File: src/hw/rtl/crp_pkg.sv
`timescale 1ns / 1ps
`default_nettype none
// ----------------------------------------------------------------------------
// crp_pkg
// Shared types and constants of the table seating sampler.
// ----------------------------------------------------------------------------
package crp_pkg;

    // fixed field widths
    localparam int U_BITS       = 16;   // random fraction, Q0.16
    localparam int ALPHA_BITS   = 16;   // concentration, Q8.8
    localparam int ALPHA_FRAC   = 8;
    localparam int PREFIX_SHIFT = 24;   // 2^16 (u) * 2^8 (alpha scale)
    localparam int MUL_CNT_BITS = $clog2(U_BITS + 1);

    localparam logic ACT_SEAT   = 1'b0;
    localparam logic ACT_REMOVE = 1'b1;

    typedef enum logic [1:0] {
        STAT_OK    = 2'd0,
        STAT_FULL  = 2'd1,
        STAT_EMPTY = 2'd2
    } t_status;

    typedef enum logic [2:0] {
        ST_IDLE,
        ST_MUL,
        ST_SCAN,
        ST_UPDATE,
        ST_SHIFT,
        ST_DONE
    } t_state;

    typedef struct packed {
        logic [5:0]  table_index;
        logic        new_table;
        logic        table_removed;
        t_status     status;
        logic [15:0] customer_total;
        logic [6:0]  tables_in_use;
    } t_result;

endpackage
`default_nettype wire

File: src/hw/rtl/crp_mul.sv
`timescale 1ns / 1ps
`default_nettype none
// ----------------------------------------------------------------------------
// crp_mul
// Shift-add multiplier: one bit of the fraction per cycle.
// ----------------------------------------------------------------------------
module crp_mul #(
    parameter int MW = 25               // multiplicand width
) (
    input  wire logic                           i_clk,
    input  wire logic                           i_rst_n,
    input  wire logic                           i_start,
    input  wire logic [MW-1:0]                  i_mcand,
    input  wire logic [crp_pkg::U_BITS-1:0]     i_mplier,
    output logic                                o_done,
    output logic [MW+crp_pkg::U_BITS-1:0]       o_product
);

    localparam int PW = MW + crp_pkg::U_BITS;
    localparam int CW = crp_pkg::MUL_CNT_BITS;

    logic [PW-1:0]              r_acc;
    logic [PW-1:0]              r_mc;
    logic [crp_pkg::U_BITS-1:0] r_mp;
    logic [CW-1:0]              r_cnt;
    logic                       r_busy;
    logic                       r_done;

    always_ff @(posedge i_clk) begin
        if (!i_rst_n) begin
            r_busy <= 1'b0;
            r_done <= 1'b0;
            r_cnt  <= '0;
        end else begin
            r_done <= 1'b0;
            if (i_start) begin
                r_busy <= 1'b1;
                r_cnt  <= CW'(crp_pkg::U_BITS);
            end else if (r_busy) begin
                r_cnt <= r_cnt - CW'(1);
                if (r_cnt == CW'(1)) begin
                    r_busy <= 1'b0;
                    r_done <= 1'b1;
                end
            end
        end
    end

    always_ff @(posedge i_clk) begin
        if (i_start) begin
            r_acc <= '0;
            r_mc  <= {{crp_pkg::U_BITS{1'b0}}, i_mcand};
            r_mp  <= i_mplier;
        end else if (r_busy) begin
            if (r_mp[0]) begin
                r_acc <= r_acc + r_mc;
            end
            r_mc <= {r_mc[PW-2:0], 1'b0};
            r_mp <= {1'b0, r_mp[crp_pkg::U_BITS-1:1]};
        end
    end

    assign o_done    = r_done;
    assign o_product = r_acc;

endmodule
`default_nettype wire

File: src/hw/rtl/crp_tbl_mem.sv
`timescale 1ns / 1ps
`default_nettype none
// ----------------------------------------------------------------------------
// crp_tbl_mem
// Table count store: one write port, one registered read port.
// ----------------------------------------------------------------------------
module crp_tbl_mem #(
    parameter int DEPTH = 64,
    parameter int DW    = 16
) (
    input  wire logic                     i_clk,
    input  wire logic                     i_wr_en,
    input  wire logic [$clog2(DEPTH)-1:0] i_wr_addr,
    input  wire logic [DW-1:0]            i_wr_data,
    input  wire logic                     i_rd_en,
    input  wire logic [$clog2(DEPTH)-1:0] i_rd_addr,
    output logic [DW-1:0]                 o_rd_data
);

    logic [DW-1:0] r_mem [DEPTH];
    logic [DW-1:0] r_rd_data;

    always_ff @(posedge i_clk) begin
        if (i_wr_en) begin
            r_mem[i_wr_addr] <= i_wr_data;
        end
    end

    always_ff @(posedge i_clk) begin
        if (i_rd_en) begin
            r_rd_data <= r_mem[i_rd_addr];
        end
    end

    assign o_rd_data = r_rd_data;

endmodule
`default_nettype wire

File: src/hw/rtl/crp_core.sv
`timescale 1ns / 1ps
`default_nettype none
// ----------------------------------------------------------------------------
// crp_core
// Sequencer: threshold multiply, prefix scan, count update, delete shift.
// ----------------------------------------------------------------------------
module crp_core #(
    parameter int MAX_TABLES = 64,
    parameter int COUNT_BITS = 16
) (
    input  wire logic                               i_clk,
    input  wire logic                               i_rst_n,
    input  wire logic                               i_start,
    input  wire logic                               i_action,
    input  wire logic [crp_pkg::U_BITS-1:0]         i_u,
    input  wire logic [crp_pkg::ALPHA_BITS-1:0]     i_alpha,
    output logic                                    o_ready,
    output logic                                    o_res_valid,
    input  wire logic                               i_res_take,
    output crp_pkg::t_result                        o_res
);

    localparam int AW = $clog2(MAX_TABLES);
    localparam int NW = AW + 1;
    localparam int CB = COUNT_BITS;
    localparam int MW = CB + crp_pkg::ALPHA_FRAC + 1;
    localparam int PW = MW + crp_pkg::U_BITS;

    crp_pkg::t_state  r_state, n_state;
    logic             r_act;
    logic [NW-1:0]    r_n;
    logic [CB-1:0]    r_s;
    logic [PW-1:0]    r_thresh;
    logic [CB-1:0]    r_prefix;
    logic [NW-1:0]    r_issue;
    logic [AW-1:0]    r_tgt;
    logic [CB-1:0]    r_cnt;
    logic             r_found;
    logic             r_rd_vld;
    logic [AW-1:0]    r_rd_idx;
    crp_pkg::t_result r_res;

    logic             w_rd_en, w_wr_en;
    logic [AW-1:0]    w_rd_addr, w_wr_addr;
    logic [CB-1:0]    w_wr_data, w_rd_data;
    logic             w_mul_start, w_mul_done;
    logic [MW-1:0]    w_mcand;
    logic [PW-1:0]    w_product;

    logic             w_refuse, w_open_first, w_full, w_empties, w_shift_need;
    logic             w_at_end, w_hit;
    logic [CB-1:0]    w_psum;
    logic [PW-1:0]    w_psum_sh;

    function automatic logic [5:0] f_idx(input logic [AW-1:0] x);
        logic [AW+5:0] t;
        t = {6'b0, x};
        return t[5:0];
    endfunction

    function automatic logic [6:0] f_tabs(input logic [NW-1:0] x);
        logic [NW+6:0] t;
        t = {7'b0, x};
        return t[6:0];
    endfunction

    function automatic logic [15:0] f_tot(input logic [CB-1:0] x);
        logic [CB+15:0] t;
        t = {16'b0, x};
        return t[15:0];
    endfunction

    crp_mul #(.MW(MW)) u_mul (
        .i_clk     (i_clk),
        .i_rst_n   (i_rst_n),
        .i_start   (w_mul_start),
        .i_mcand   (w_mcand),
        .i_mplier  (i_u),
        .o_done    (w_mul_done),
        .o_product (w_product)
    );

    crp_tbl_mem #(.DEPTH(MAX_TABLES), .DW(CB)) u_mem (
        .i_clk     (i_clk),
        .i_wr_en   (w_wr_en),
        .i_wr_addr (w_wr_addr),
        .i_wr_data (w_wr_data),
        .i_rd_en   (w_rd_en),
        .i_rd_addr (w_rd_addr),
        .o_rd_data (w_rd_data)
    );

    // seat: (S << 8) + alpha ; remove: S
    assign w_mcand = (i_action == crp_pkg::ACT_SEAT)
                   ? ({1'b0, r_s, {crp_pkg::ALPHA_FRAC{1'b0}}}
                      + {{(MW-crp_pkg::ALPHA_BITS){1'b0}}, i_alpha})
                   : {{(crp_pkg::ALPHA_FRAC+1){1'b0}}, r_s};

    assign w_refuse     = (i_action == crp_pkg::ACT_SEAT) ? (&r_s) : (r_n == '0);
    assign w_open_first = (i_action == crp_pkg::ACT_SEAT) && (r_n == '0);
    assign w_full       = (r_n == NW'(MAX_TABLES));
    assign w_empties    = (r_cnt == CB'(1));
    assign w_shift_need = (({1'b0, r_tgt} + NW'(1)) < r_n);

    // scan compare
    assign w_psum    = r_prefix + w_rd_data;
    assign w_psum_sh = {1'b0, w_psum, {crp_pkg::PREFIX_SHIFT{1'b0}}};
    assign w_at_end  = r_rd_vld && ({1'b0, r_rd_idx} == (r_n - NW'(1)));
    assign w_hit     = r_rd_vld &&
                       ((r_act == crp_pkg::ACT_SEAT) ? (w_psum_sh >= r_thresh)
                        : (w_psum > r_thresh[CB+crp_pkg::U_BITS-1:crp_pkg::U_BITS]));

    // next state
    always_comb begin
        n_state = r_state;
        case (r_state)
            crp_pkg::ST_IDLE: begin
                if (i_start) begin
                    if (w_refuse) begin
                        n_state = crp_pkg::ST_DONE;
                    end else if (w_open_first) begin
                        n_state = crp_pkg::ST_UPDATE;
                    end else begin
                        n_state = crp_pkg::ST_MUL;
                    end
                end
            end
            crp_pkg::ST_MUL: begin
                if (w_mul_done) begin
                    n_state = crp_pkg::ST_SCAN;
                end
            end
            crp_pkg::ST_SCAN: begin
                if (w_hit || w_at_end) begin
                    n_state = crp_pkg::ST_UPDATE;
                end
            end
            crp_pkg::ST_UPDATE: begin
                if (r_act == crp_pkg::ACT_REMOVE && w_empties && w_shift_need) begin
                    n_state = crp_pkg::ST_SHIFT;
                end else begin
                    n_state = crp_pkg::ST_DONE;
                end
            end
            crp_pkg::ST_SHIFT: begin
                if (w_at_end) begin
                    n_state = crp_pkg::ST_DONE;
                end
            end
            crp_pkg::ST_DONE: begin
                if (i_res_take) begin
                    n_state = crp_pkg::ST_IDLE;
                end
            end
            default: n_state = crp_pkg::ST_IDLE;
        endcase
    end

    // datapath controls
    always_comb begin
        w_mul_start = 1'b0;
        w_rd_en     = 1'b0;
        w_rd_addr   = r_issue[AW-1:0];
        w_wr_en     = 1'b0;
        w_wr_addr   = r_tgt;
        w_wr_data   = r_cnt + CB'(1);
        case (r_state)
            crp_pkg::ST_IDLE: begin
                w_mul_start = i_start && !w_refuse && !w_open_first;
            end
            crp_pkg::ST_SCAN: begin
                w_rd_en = (r_issue < r_n) && !w_hit && !w_at_end;
            end
            crp_pkg::ST_UPDATE: begin
                if (r_act == crp_pkg::ACT_SEAT) begin
                    if (r_found) begin
                        w_wr_en = 1'b1;
                    end else if (!w_full) begin
                        w_wr_en   = 1'b1;
                        w_wr_addr = r_n[AW-1:0];
                        w_wr_data = CB'(1);
                    end
                end else if (!w_empties) begin
                    w_wr_en   = 1'b1;
                    w_wr_data = r_cnt - CB'(1);
                end
            end
            crp_pkg::ST_SHIFT: begin
                // move entry k down to k-1
                w_rd_en   = (r_issue < r_n);
                w_wr_en   = r_rd_vld;
                w_wr_addr = r_rd_idx - AW'(1);
                w_wr_data = w_rd_data;
            end
            default: ;
        endcase
    end

    always_ff @(posedge i_clk) begin
        if (!i_rst_n) begin
            r_state  <= crp_pkg::ST_IDLE;
            r_n      <= '0;
            r_s      <= '0;
            r_rd_vld <= 1'b0;
        end else begin
            r_state  <= n_state;
            r_rd_vld <= w_rd_en;
            case (r_state)
                crp_pkg::ST_UPDATE: begin
                    if (r_act == crp_pkg::ACT_SEAT) begin
                        if (r_found) begin
                            r_s <= r_s + CB'(1);
                        end else if (!w_full) begin
                            r_s <= r_s + CB'(1);
                            r_n <= r_n + NW'(1);
                        end
                    end else begin
                        r_s <= r_s - CB'(1);
                        if (w_empties && !w_shift_need) begin
                            r_n <= r_n - NW'(1);
                        end
                    end
                end
                crp_pkg::ST_SHIFT: begin
                    if (w_at_end) begin
                        r_n <= r_n - NW'(1);
                    end
                end
                default: ;
            endcase
        end
    end

    always_ff @(posedge i_clk) begin
        r_rd_idx <= w_rd_addr;
        if (w_rd_en) begin
            r_issue <= r_issue + NW'(1);
        end
        case (r_state)
            crp_pkg::ST_IDLE: begin
                if (i_start) begin
                    r_act                <= i_action;
                    r_found              <= 1'b0;
                    r_res.table_index    <= '0;
                    r_res.new_table      <= 1'b0;
                    r_res.table_removed  <= 1'b0;
                    r_res.status         <= (i_action == crp_pkg::ACT_SEAT)
                                            ? crp_pkg::STAT_FULL : crp_pkg::STAT_EMPTY;
                    r_res.customer_total <= f_tot(r_s);
                    r_res.tables_in_use  <= f_tabs(r_n);
                end
            end
            crp_pkg::ST_MUL: begin
                if (w_mul_done) begin
                    r_thresh <= w_product;
                    r_prefix <= '0;
                    r_issue  <= '0;
                end
            end
            crp_pkg::ST_SCAN: begin
                if (r_rd_vld) begin
                    r_prefix <= w_psum;
                end
                if (w_hit || w_at_end) begin
                    r_tgt   <= r_rd_idx;
                    r_cnt   <= w_rd_data;
                    r_found <= w_hit || (r_act == crp_pkg::ACT_REMOVE);
                end
            end
            crp_pkg::ST_UPDATE: begin
                r_issue <= {1'b0, r_tgt} + NW'(1);
                if (r_act == crp_pkg::ACT_SEAT) begin
                    if (r_found) begin
                        r_res.table_index    <= f_idx(r_tgt);
                        r_res.status         <= crp_pkg::STAT_OK;
                        r_res.customer_total <= f_tot(r_s + CB'(1));
                    end else if (!w_full) begin
                        r_res.table_index    <= f_idx(r_n[AW-1:0]);
                        r_res.new_table      <= 1'b1;
                        r_res.status         <= crp_pkg::STAT_OK;
                        r_res.customer_total <= f_tot(r_s + CB'(1));
                        r_res.tables_in_use  <= f_tabs(r_n + NW'(1));
                    end
                end else begin
                    r_res.table_index    <= f_idx(r_tgt);
                    r_res.table_removed  <= w_empties;
                    r_res.status         <= crp_pkg::STAT_OK;
                    r_res.customer_total <= f_tot(r_s - CB'(1));
                    r_res.tables_in_use  <= w_empties ? f_tabs(r_n - NW'(1)) : f_tabs(r_n);
                end
            end
            default: ;
        endcase
    end

    assign o_ready     = (r_state == crp_pkg::ST_IDLE);
    assign o_res_valid = (r_state == crp_pkg::ST_DONE);
    assign o_res       = r_res;

endmodule
`default_nettype wire

File: src/hw/rtl/crp_table_seating_sampler.sv
`timescale 1ns / 1ps
`default_nettype none
// ----------------------------------------------------------------------------
// crp_table_seating_sampler
// Chinese restaurant process seating: keeps per-table customer counts and
// seats or removes one customer per input transaction.
// ----------------------------------------------------------------------------
//  Channel   Direction  Payload
//  s_axis    in         tdata: random fraction u (Q0.16); tuser: action
//  m_axis    out        tdata: index, total, tables; tuser: new, removed, status
//  cfg       in         concentration alpha (Q8.8), reset 1.0
//
//  An add or remove runs the shift-add threshold multiply (load plus 16
//  steps), then the prefix scan over the tables with a registered memory
//  read, an update step and, when a table is deleted, a shift of every
//  later table down by one. Scan and shift together cover the list once.
//  Refused items go straight to the result; a seat on an empty list skips
//  the multiply and the scan.
//  s_axis_tready is high only while the sequencer is idle; the result sits
//  in an output register so the next transaction can be taken meanwhile.
//  A further result waits in the sequencer until that register drains.
//  Reset (synchronous, active low) empties the table list and sets alpha to
//  1.0; the count memory needs no clearing since only occupied entries are
//  ever read.
// ----------------------------------------------------------------------------
module crp_table_seating_sampler #(
    parameter int MAX_TABLES = 64,
    parameter int COUNT_BITS = 16
) (
    input  wire logic        i_clk,
    input  wire logic        i_rst_n,
    // input transactions
    input  wire logic        s_axis_tvalid,
    output logic             s_axis_tready,
    input  wire logic [15:0] s_axis_tdata,   // [15:0] random_fraction
    input  wire logic        s_axis_tuser,   // [0] action
    // result transactions
    output logic             m_axis_tvalid,
    input  wire logic        m_axis_tready,
    output logic [31:0]      m_axis_tdata,   // [5:0] table_index, [21:6] customer_total,
                                             // [28:22] tables_in_use, [31:29] zero
    output logic [3:0]       m_axis_tuser,   // [0] new_table, [1] table_removed, [3:2] status
    // configuration
    input  wire logic        i_cfg_wr_en,
    input  wire logic [15:0] i_cfg_wr_data   // concentration
);

    localparam logic [crp_pkg::ALPHA_BITS-1:0] ALPHA_RESET = 16'd256;

    logic [crp_pkg::ALPHA_BITS-1:0] r_alpha;
    logic                           r_out_valid;
    crp_pkg::t_result               r_out;

    logic             w_core_ready;
    logic             w_core_valid;
    logic             w_slot_free;
    logic             w_accept;
    crp_pkg::t_result w_core_res;

    assign w_accept    = s_axis_tvalid && w_core_ready;
    // output register can take a new result when empty or being drained
    assign w_slot_free = !r_out_valid || m_axis_tready;

    crp_core #(
        .MAX_TABLES (MAX_TABLES),
        .COUNT_BITS (COUNT_BITS)
    ) u_core (
        .i_clk       (i_clk),
        .i_rst_n     (i_rst_n),
        .i_start     (w_accept),
        .i_action    (s_axis_tuser),
        .i_u         (s_axis_tdata),
        .i_alpha     (r_alpha),
        .o_ready     (w_core_ready),
        .o_res_valid (w_core_valid),
        .i_res_take  (w_slot_free),
        .o_res       (w_core_res)
    );

    always_ff @(posedge i_clk) begin
        if (!i_rst_n) begin
            r_alpha     <= ALPHA_RESET;
            r_out_valid <= 1'b0;
        end else begin
            if (i_cfg_wr_en) begin
                r_alpha <= i_cfg_wr_data;
            end
            if (w_core_valid && w_slot_free) begin
                r_out_valid <= 1'b1;
            end else if (m_axis_tready) begin
                r_out_valid <= 1'b0;
            end
        end
    end

    always_ff @(posedge i_clk) begin
        if (w_core_valid && w_slot_free) begin
            r_out <= w_core_res;
        end
    end

    assign s_axis_tready = w_core_ready;
    assign m_axis_tvalid = r_out_valid;
    assign m_axis_tdata  = {3'b000, r_out.tables_in_use, r_out.customer_total,
                            r_out.table_index};
    assign m_axis_tuser  = {r_out.status, r_out.table_removed, r_out.new_table};

endmodule
`default_nettype wire
File: config.mk
export PLATFORM = sky130hd
export DESIGN_NAME = crp_table_seating_sampler
export DESIGN_NICKNAME = d
export VERILOG_FILES = /design/src/hw/rtl/crp_pkg.sv /design/src/hw/rtl/crp_mul.sv /design/src/hw/rtl/crp_tbl_mem.sv /design/src/hw/rtl/crp_core.sv /design/src/hw/rtl/crp_table_seating_sampler.sv
export SDC_FILE = /design/constraint.sdc
export NUM_CORES = 2
export LEC_CHECK = 0
export BUFFER_PORTS_ARGS = -buffer_cell sky130_fd_sc_hd__buf_2
export CAP_MARGIN = 10
export CORE_ASPECT_RATIO = 0.6
export CORE_MARGIN = 5
export CORE_UTILIZATION = 55
export DETAILED_ROUTE_END_ITERATION = 10
export GPL_ROUTABILITY_DRIVEN = 0
export GPL_TIMING_DRIVEN = 0
export PLACE_DENSITY = 0.82
export SYNTH_ARGS = -nofsm -noshare
export SYNTH_HDL_FRONTEND = slang
export SYNTH_HIERARCHICAL = 1
export SYNTH_SLANG_ARGS = --single-unit
File: constraint.sdc
create_clock -name i_clk -period 7.43 [get_ports i_clk]
set_input_delay 1.8575 -clock i_clk [delete_from_list [all_inputs] [get_ports i_clk]]
set_output_delay 1.8575 -clock i_clk [all_outputs]
set_load 0.05 [all_outputs]
# Word level (Yosys, flattened, before mapping)
# Memory sizes are Yosys's and may differ from the RTL's. A register that Yosys moved wholly into a read port is not among the register bits.
# Index checks and enable logic that the tools add are counted.
dict set report totals {
  mem_count 1
  ram_bits 1024
  out_inout_bits 38
  elab_cells 198
  reg_bits 309
}
# name depth width rd rd_clocked_by_memory_dff write_ports line
set memory_table {}
lappend memory_table {u_core.u_mem.r_mem 64 16 1 1 1 crp_tbl_mem.sv:20} ;# logic [DW-1:0] r_mem [DEPTH];
dict set report classes {
  bitwise 3
  n_mux 74
  reduce_logical 45
  magnitude_cmp 4
  n_eq_ne 24
  add_sub_neg 13
}
# op n
set ops {}
lappend ops {{two-way mux 16 bit} 11}
lappend ops {{two-way mux 25 bit} 5}
lappend ops {{two-way mux 7 bit} 10}
lappend ops {{case mux 33 bit (2 select lines)} 1}
lappend ops {{case mux 16 bit (2 select lines)} 2}
lappend ops {{adder 41 bit} 1}
lappend ops {{greater-or-equal comparator 40 x 41 -> 1 bit} 1}
lappend ops {{two-way mux 33 bit} 1}
lappend ops {{adder 16 x 1 -> 16 bit (second input constant)} 2}
lappend ops {{subtractor 16 x 1 -> 16 bit (second input constant)} 2}
lappend ops {{two-way mux 6 bit} 5}
lappend ops {{case mux 7 bit (2 select lines)} 2}
lappend ops {{adder 24 x 16 -> 25 bit} 1}
lappend ops {{two-way mux 1 bit} 21}
lappend ops {{two-way mux 18 bit} 1}
lappend ops {{two-way mux 3 bit} 6}
lappend ops {{case mux 3 bit (6 select lines)} 1}
lappend ops {{adder 16 bit} 1}
lappend ops {{== test 16 x 1 -> 1 bit (second input constant)} 1}
lappend ops {{greater-than comparator 16 bit} 1}
lappend ops {{AND reduction 16 bit} 1}
lappend ops {{AND reduction 5 bit} 3}
lappend ops {{adder 7 x 1 -> 7 bit (second input constant)} 2}
lappend ops {{less-than comparator 7 bit} 2}
lappend ops {{32 further kinds} 79}

# Longest topological paths before layout
dict set report logic_depth {
  word_depth 11
  mapped_depth 18
  depth_no_buf 18
}

# Cells and area by module
# The synthesis kept the hierarchy.
# module cells_per_inst area_each_um2 seq_area_each_um2 n_inst
set by_module_without_submodules {}
lappend by_module_without_submodules {crp_tbl_mem 1835 40233.6 31230.0 1}
lappend by_module_without_submodules {crp_core 1052 10038.4 4224.1 1}
lappend by_module_without_submodules {crp_mul 657 6302.3 2512.4 1}
lappend by_module_without_submodules {crp_table_seating_sampler 94 1680.4 1331.3 1}

# Least setup slack after synthesis
# OpenSTA, ideal clock, no wires.
dict set report synth_path {
  path_kind {flip-flop to flip-flop}
  start {reg u_core.r_cnt[9]}
  end {mem u_core.u_mem.r_mem[0][14] (data pin)}
  path_slack_ps 2472
  required_ps 6728
  setup_ps 702
  path_stages_with_launch 7
  arrival_time_ps 4256
  cell_sequence {edfxtp_1 -> clkbuf_1 -> nor4_1 -> nand2b_1 -> o31ai_1 -> a21oi_1 -> o21ai_0}
}
dict set report synth_via {
  elab_chain_cells 5
}
# item line
set synth_rtl {}
lappend synth_rtl {{start: declaration} crp_core.sv:37} ;# logic [CB-1:0] r_cnt;
lappend synth_rtl {{start signal: assignment} crp_core.sv:266} ;# r_cnt <= w_rd_data;
lappend synth_rtl {{adder 16 x 1 -> 16 bit} crp_core.sv:166} ;# w_wr_data = r_cnt + CB'(1);
lappend synth_rtl {{two-way mux 16 bit} crp_core.sv:178} ;# end else if (!w_full) begin
lappend synth_rtl {{two-way mux 16 bit} crp_core.sv:176} ;# if (r_found) begin
lappend synth_rtl {{two-way mux 16 bit} crp_core.sv:175} ;# if (r_act == crp_pkg::ACT_SEAT) begin
lappend synth_rtl {{case mux 16 bit (2 select lines) (*)} crp_core.sv:167} ;# case (r_state)
lappend synth_rtl {{named net u_core.w_wr_data[14]} crp_core.sv:45} ;# logic [CB-1:0] w_wr_data, w_rd_data;
lappend synth_rtl {{end: declaration} crp_tbl_mem.sv:20}
# Mark *: on every way through the listed nets, which the timed path passes. The rest lies on a longest branch.

# Worst setup path after layout
dict set report layout_path {
  start {reg u_core.u_mem.r_rd_data[0] (netlist: u_core/u_mem/o_rd_data[0]), read port of u_core.u_mem.r_mem}
  end {reg u_core.r_issue[2]}
}
dict set report layout_via {
  elab_chain_cells 11
}
# item line
set layout_rtl {}
lappend layout_rtl {{start: declaration} crp_tbl_mem.sv:21} ;# logic [DW-1:0] r_rd_data;
lappend layout_rtl {{adder 16 bit (*)} crp_core.sv:106} ;# assign w_psum = r_prefix + w_rd_data;
lappend layout_rtl {{named net u_core.w_psum[14]} crp_core.sv:52} ;# logic [CB-1:0] w_psum;
lappend layout_rtl {{greater-or-equal comparator 40 x 41 -> 1 bit / greater-than comparator 16 bit (equally long branches)} {crp_core.sv:110, crp_core.sv:111}}
lappend layout_rtl {{two-way mux 1 bit (*)} crp_core.sv:110} ;# ((r_act == crp_pkg::ACT_SEAT) ? (w_psum_sh >= r_thresh)
lappend layout_rtl {{logical AND 1 bit (*)} crp_core.sv:109} ;# assign w_hit = r_rd_vld &&
lappend layout_rtl {{zero test 1 bit (*)} crp_core.sv:172} ;# w_rd_en = (r_issue < r_n) && !w_hit && !w_at_end;
lappend layout_rtl {{logical AND 1 bit (*) (2 in series)} crp_core.sv:172}
lappend layout_rtl {{case mux 1 bit (2 select lines) (*)} crp_core.sv:167}
lappend layout_rtl {{named net u_core.w_rd_en} crp_core.sv:43} ;# logic w_rd_en, w_wr_en;
lappend layout_rtl {{two-way mux 7 bit (*)} crp_core.sv:236} ;# if (w_rd_en) begin
lappend layout_rtl {{two-way mux 7 bit} crp_core.sv:254} ;# if (w_mul_done) begin
lappend layout_rtl {{case mux 7 bit (2 select lines) (*)} crp_core.sv:239} ;# case (r_state)
lappend layout_rtl {{end signal: assignment} crp_core.sv:237} ;# r_issue <= r_issue + NW'(1);
lappend layout_rtl {{end signal: assignment} crp_core.sv:271} ;# r_issue <= {1'b0, r_tgt} + NW'(1);
lappend layout_rtl {{end: declaration} crp_core.sv:35} ;# logic [NW-1:0] r_issue;
# Marked as above.
# A chain may end at the register's enable or synchronous reset.

==> impl_metrics.env <==
export IMPL_status="complete, but fails checks"
export IMPL_violations="slew limit"
export IMPL_cts_tree="done"
export IMPL_post_route_util_pct=62.7
export IMPL_mostFrequentLayoutCell="edfxtp_1"
export IMPL_holdCritPathClass="reg -> reg"
export IMPL_grt_pass1_vias=34400
export IMPL_die_area_sq_mm=0.113
export IMPL_crit_type="reg -> reg"
export IMPL_final_instance_count_excl_fill=5417
export IMPL_clock_skew_ns=0.0475
export IMPL_dieWidth_microns=430
export IMPL_yosysWarningCount=6
export IMPL_synth_largest_area_cell="edfxtp_1"
export IMPL_ant_nets=0
export IMPL_p_clk_share_pct=26.6
export IMPL_powerDensity_mw_per_mm2=362
export IMPL_grt_pass1_wl_microns=231000
export IMPL_drc_errors=0
export IMPL_rsz0062_at_grt="no"
export IMPL_grt_max_degree=65
export IMPL_drive_above_1_share_pct=20.8
export IMPL_finalWorstPathRequiredPeriod_ns=6.40
export IMPL_setup_viol=0
export IMPL_die_y_microns=262
export IMPL_intPower_mw=15.8
export IMPL_track_usage_pct=27.9
export IMPL_p_seq_share_pct=41.1
export IMPL_postCtsHoldBufs=0
export IMPL_post_cts_buffers=0
export IMPL_finalHoldViolCount=0
export IMPL_whs_ns=0.419
export IMPL_place_ws_ns=1.45
export IMPL_clkTransAtPathRegs_ns=0.07
export IMPL_crit_required_ns=8.05
export IMPL_syn_area_sq_mm=0.0583
export IMPL_max_slew_worst_pin_slew_ns=1.66
export IMPL_p_leak_nw=22.2
export IMPL_routed_top_layer="met5"
export IMPL_layout_common_cells="edfxtp_1 (1228), nand2_1 (235), mux4_2 (219)"
export IMPL_cp_arrival_ns=7.02
export IMPL_numCtsBuffers=116
export IMPL_final_area_sq_mm=0.0659
export IMPL_post_cts_resized=0
export IMPL_htreeDepth=3
export IMPL_drt_initial_drc_count=6098
export IMPL_ys_ff_latch=1349
export IMPL_synth_area_leaders="edfxtp_1 (63%), mux4_2 (8.5%), dfxtp_1 (4.2%)"
export IMPL_relSlewSlack_pct=-10.6
export IMPL_drt_first_pass_iters=9
export IMPL_combPwrFrac_pct=32.4
export IMPL_antenna_found_initial=8
export IMPL_maxSlewViolCount=1
export IMPL_swShare_pct=33.6
export IMPL_clkSinkCount=1349
export IMPL_core_sq_mm=0.105
export IMPL_async_reset_ff_share_pct=0
export IMPL_power_switching_mw=8.01
export IMPL_wl_per_cell_microns=29.6
export IMPL_m1WireLength_microns=61500
export IMPL_worst_slack_ns=1.03
export IMPL_wl_met3_microns=28900
export IMPL_io_pins=76
export IMPL_synthCells=3638
export IMPL_nNetsFinal=4064
export IMPL_rows=92
export IMPL_path_max_fanout=18
export IMPL_fillers=7023
export IMPL_r2r_cells=18
export IMPL_placed_area_sq_mm=0.0619
export IMPL_synth_edf_count=1228
export IMPL_synth_top_area_share_pct=63.3
export IMPL_hold_path_cell_count=0
export IMPL_dp_cells=5194
export IMPL_synth_distinct_cells=101
export IMPL_dp_hpwl_microns=109000
export IMPL_viasPerCell=6.74
export IMPL_start_kind="flop"
export IMPL_ir_drop_uv=286
export IMPL_wl_met2_microns=63800
export IMPL_vias=36500
export IMPL_yosysSeqAreaShare_pct=67.5
export IMPL_grt_overflow=0
export IMPL_fmax_mhz=156
export IMPL_root_buffer="clkbuf_16"
export IMPL_finalPower_mw=23.8
export IMPL_wirelength_microns=160000
export IMPL_tns_ns=0
export IMPL_min_period_over_period_pct=86.1
export IMPL_cts_buffer_depth=3
export IMPL_initial_core_util_pct=55.4
export IMPL_syn_to_final_growth_pct=13.1
export IMPL_clkLatencyLatePin_ns=0.76
export IMPL_port_buffers=71
export IMPL_maxCapViolCount=0
export IMPL_endpoint_kind="flop"
export IMPL_synthFlopType="edfxtp_1"
export IMPL_synth_avg_cell_area_sq_um=16.0
## registers in the layout, summed over array words and instances (netlist names), 29 cells and up
register,cells
u_core/u_mem/r_mem,1024
u_core/r_thresh,41
u_core/u_mul/o_product,41
u_core/u_mul/r_mc,41
u_core/o_res,33
m_axis_tdata,29
## cell usage after synthesis (21+ instances only)
| cell | number |
|---|---|
| edfxtp_1 | 1228 |
| nand2_1 | 236 |
| mux4_2 | 219 |
| nor2_1 | 194 |
| a21oi_1 | 158 |
| mux2i_1 | 122 |
| dfxtp_1 | 121 |
| ha_1 | 119 |
| clkbuf_1 | 99 |
| o21ai_0 | 84 |
| mux2_2 | 75 |
| nand3_1 | 70 |
| xnor2_1 | 70 |
| inv_1 | 67 |
| nor2b_1 | 61 |
| xor2_1 | 50 |
| buf_2 | 46 |
| a22oi_1 | 45 |
| nor3_1 | 37 |
| nand4_1 | 33 |
| a21o_1 | 31 |
| and2_1 | 31 |
| and3_1 | 28 |
| a211oi_1 | 25 |
| a221o_1 | 21 |
## final cells by class
type / instances / area [sq um] / share of cell area [%]
sequential: 1349 / 39300 / 59.6
multi-input combinational: 2021 / 17900 / 27.1
clock buffer: 148 / 3120 / 4.73
tap: 1410 / 1760 / 2.68
timing repair buffer: 146 / 1600 / 2.43
buffer: 202 / 1150 / 1.74
clock inverter: 70 / 845 / 1.28
inverter: 68 / 255 / 0.387
antenna: 3 / 7.51 / 0.0114
## cell families (layout without fill, tap and decap cells)
kind of cell               count (synthesis)  after routing  share of synthesized area, %
AOI/OAI and AO/OA                        555            555                          6.59
muxes                                    422            422                          12.3
and+or+nand+nor                          799            799                          6.79
other                                      1              6                       0.00644
DFF                                     1349           1349                          67.5
xor gates and xnor gates                 120            120                          1.80
buffers and inverters                    270            634                          2.41
adders and majority gates                122            122                          2.66
## power by group through the flow
stage,logic [mW],clock network (mW),registers [mW]
3_5_place_dp,7.35,0,9.94
5_1_grt,8.06,6.72,9.83
6_report,7.71,6.34,9.79
2_1_floorplan,4.87,0,9.90
4_1_cts,7.44,6.38,9.78
3_3_place_gp,6.83,0,10.1
## path summary, 6_finish.rpt
path,from,slack (ns),to
setup reg to reg,u_core/u_mem/o_rd_data[0],1.03,u_core/r_issue[2]
hold / removal,u_core/o_res[21],0.42,m_axis_tdata[20]
hold reg to reg,u_core/o_res[21],0.42,m_axis_tdata[20]
setup / recovery,u_core/u_mem/o_rd_data[0],1.03,u_core/r_issue[2]
## per-layer routing
layer  up-vias  GRT usage [%]
li1      14900              -
met1     18000           41.3
met2      3131           37.1
met3       484           12.5
met4         6           8.25
met5         -          0.967
## worst max-delay path, stage by stage (launching register included)
cell      delay, ns
edfxtp_1       0.48
ha_1           0.27
fa_1           0.43
a21o_1         0.21
a21oi_1        0.32
o21ai_0        0.22
a41o_1         0.35
o41a_1         0.37
a31oi_1        0.24
xnor2_1        0.18
ha_1           0.35
nand4b_1       0.15
nor3_1         0.45
nand2_1        0.10
o211ai_1       0.60
a211oi_2       0.27
o21ai_2        0.37
inv_1          0.45
o311ai_0       0.46
Note: power is estimated with default switching activity, not from simulation.
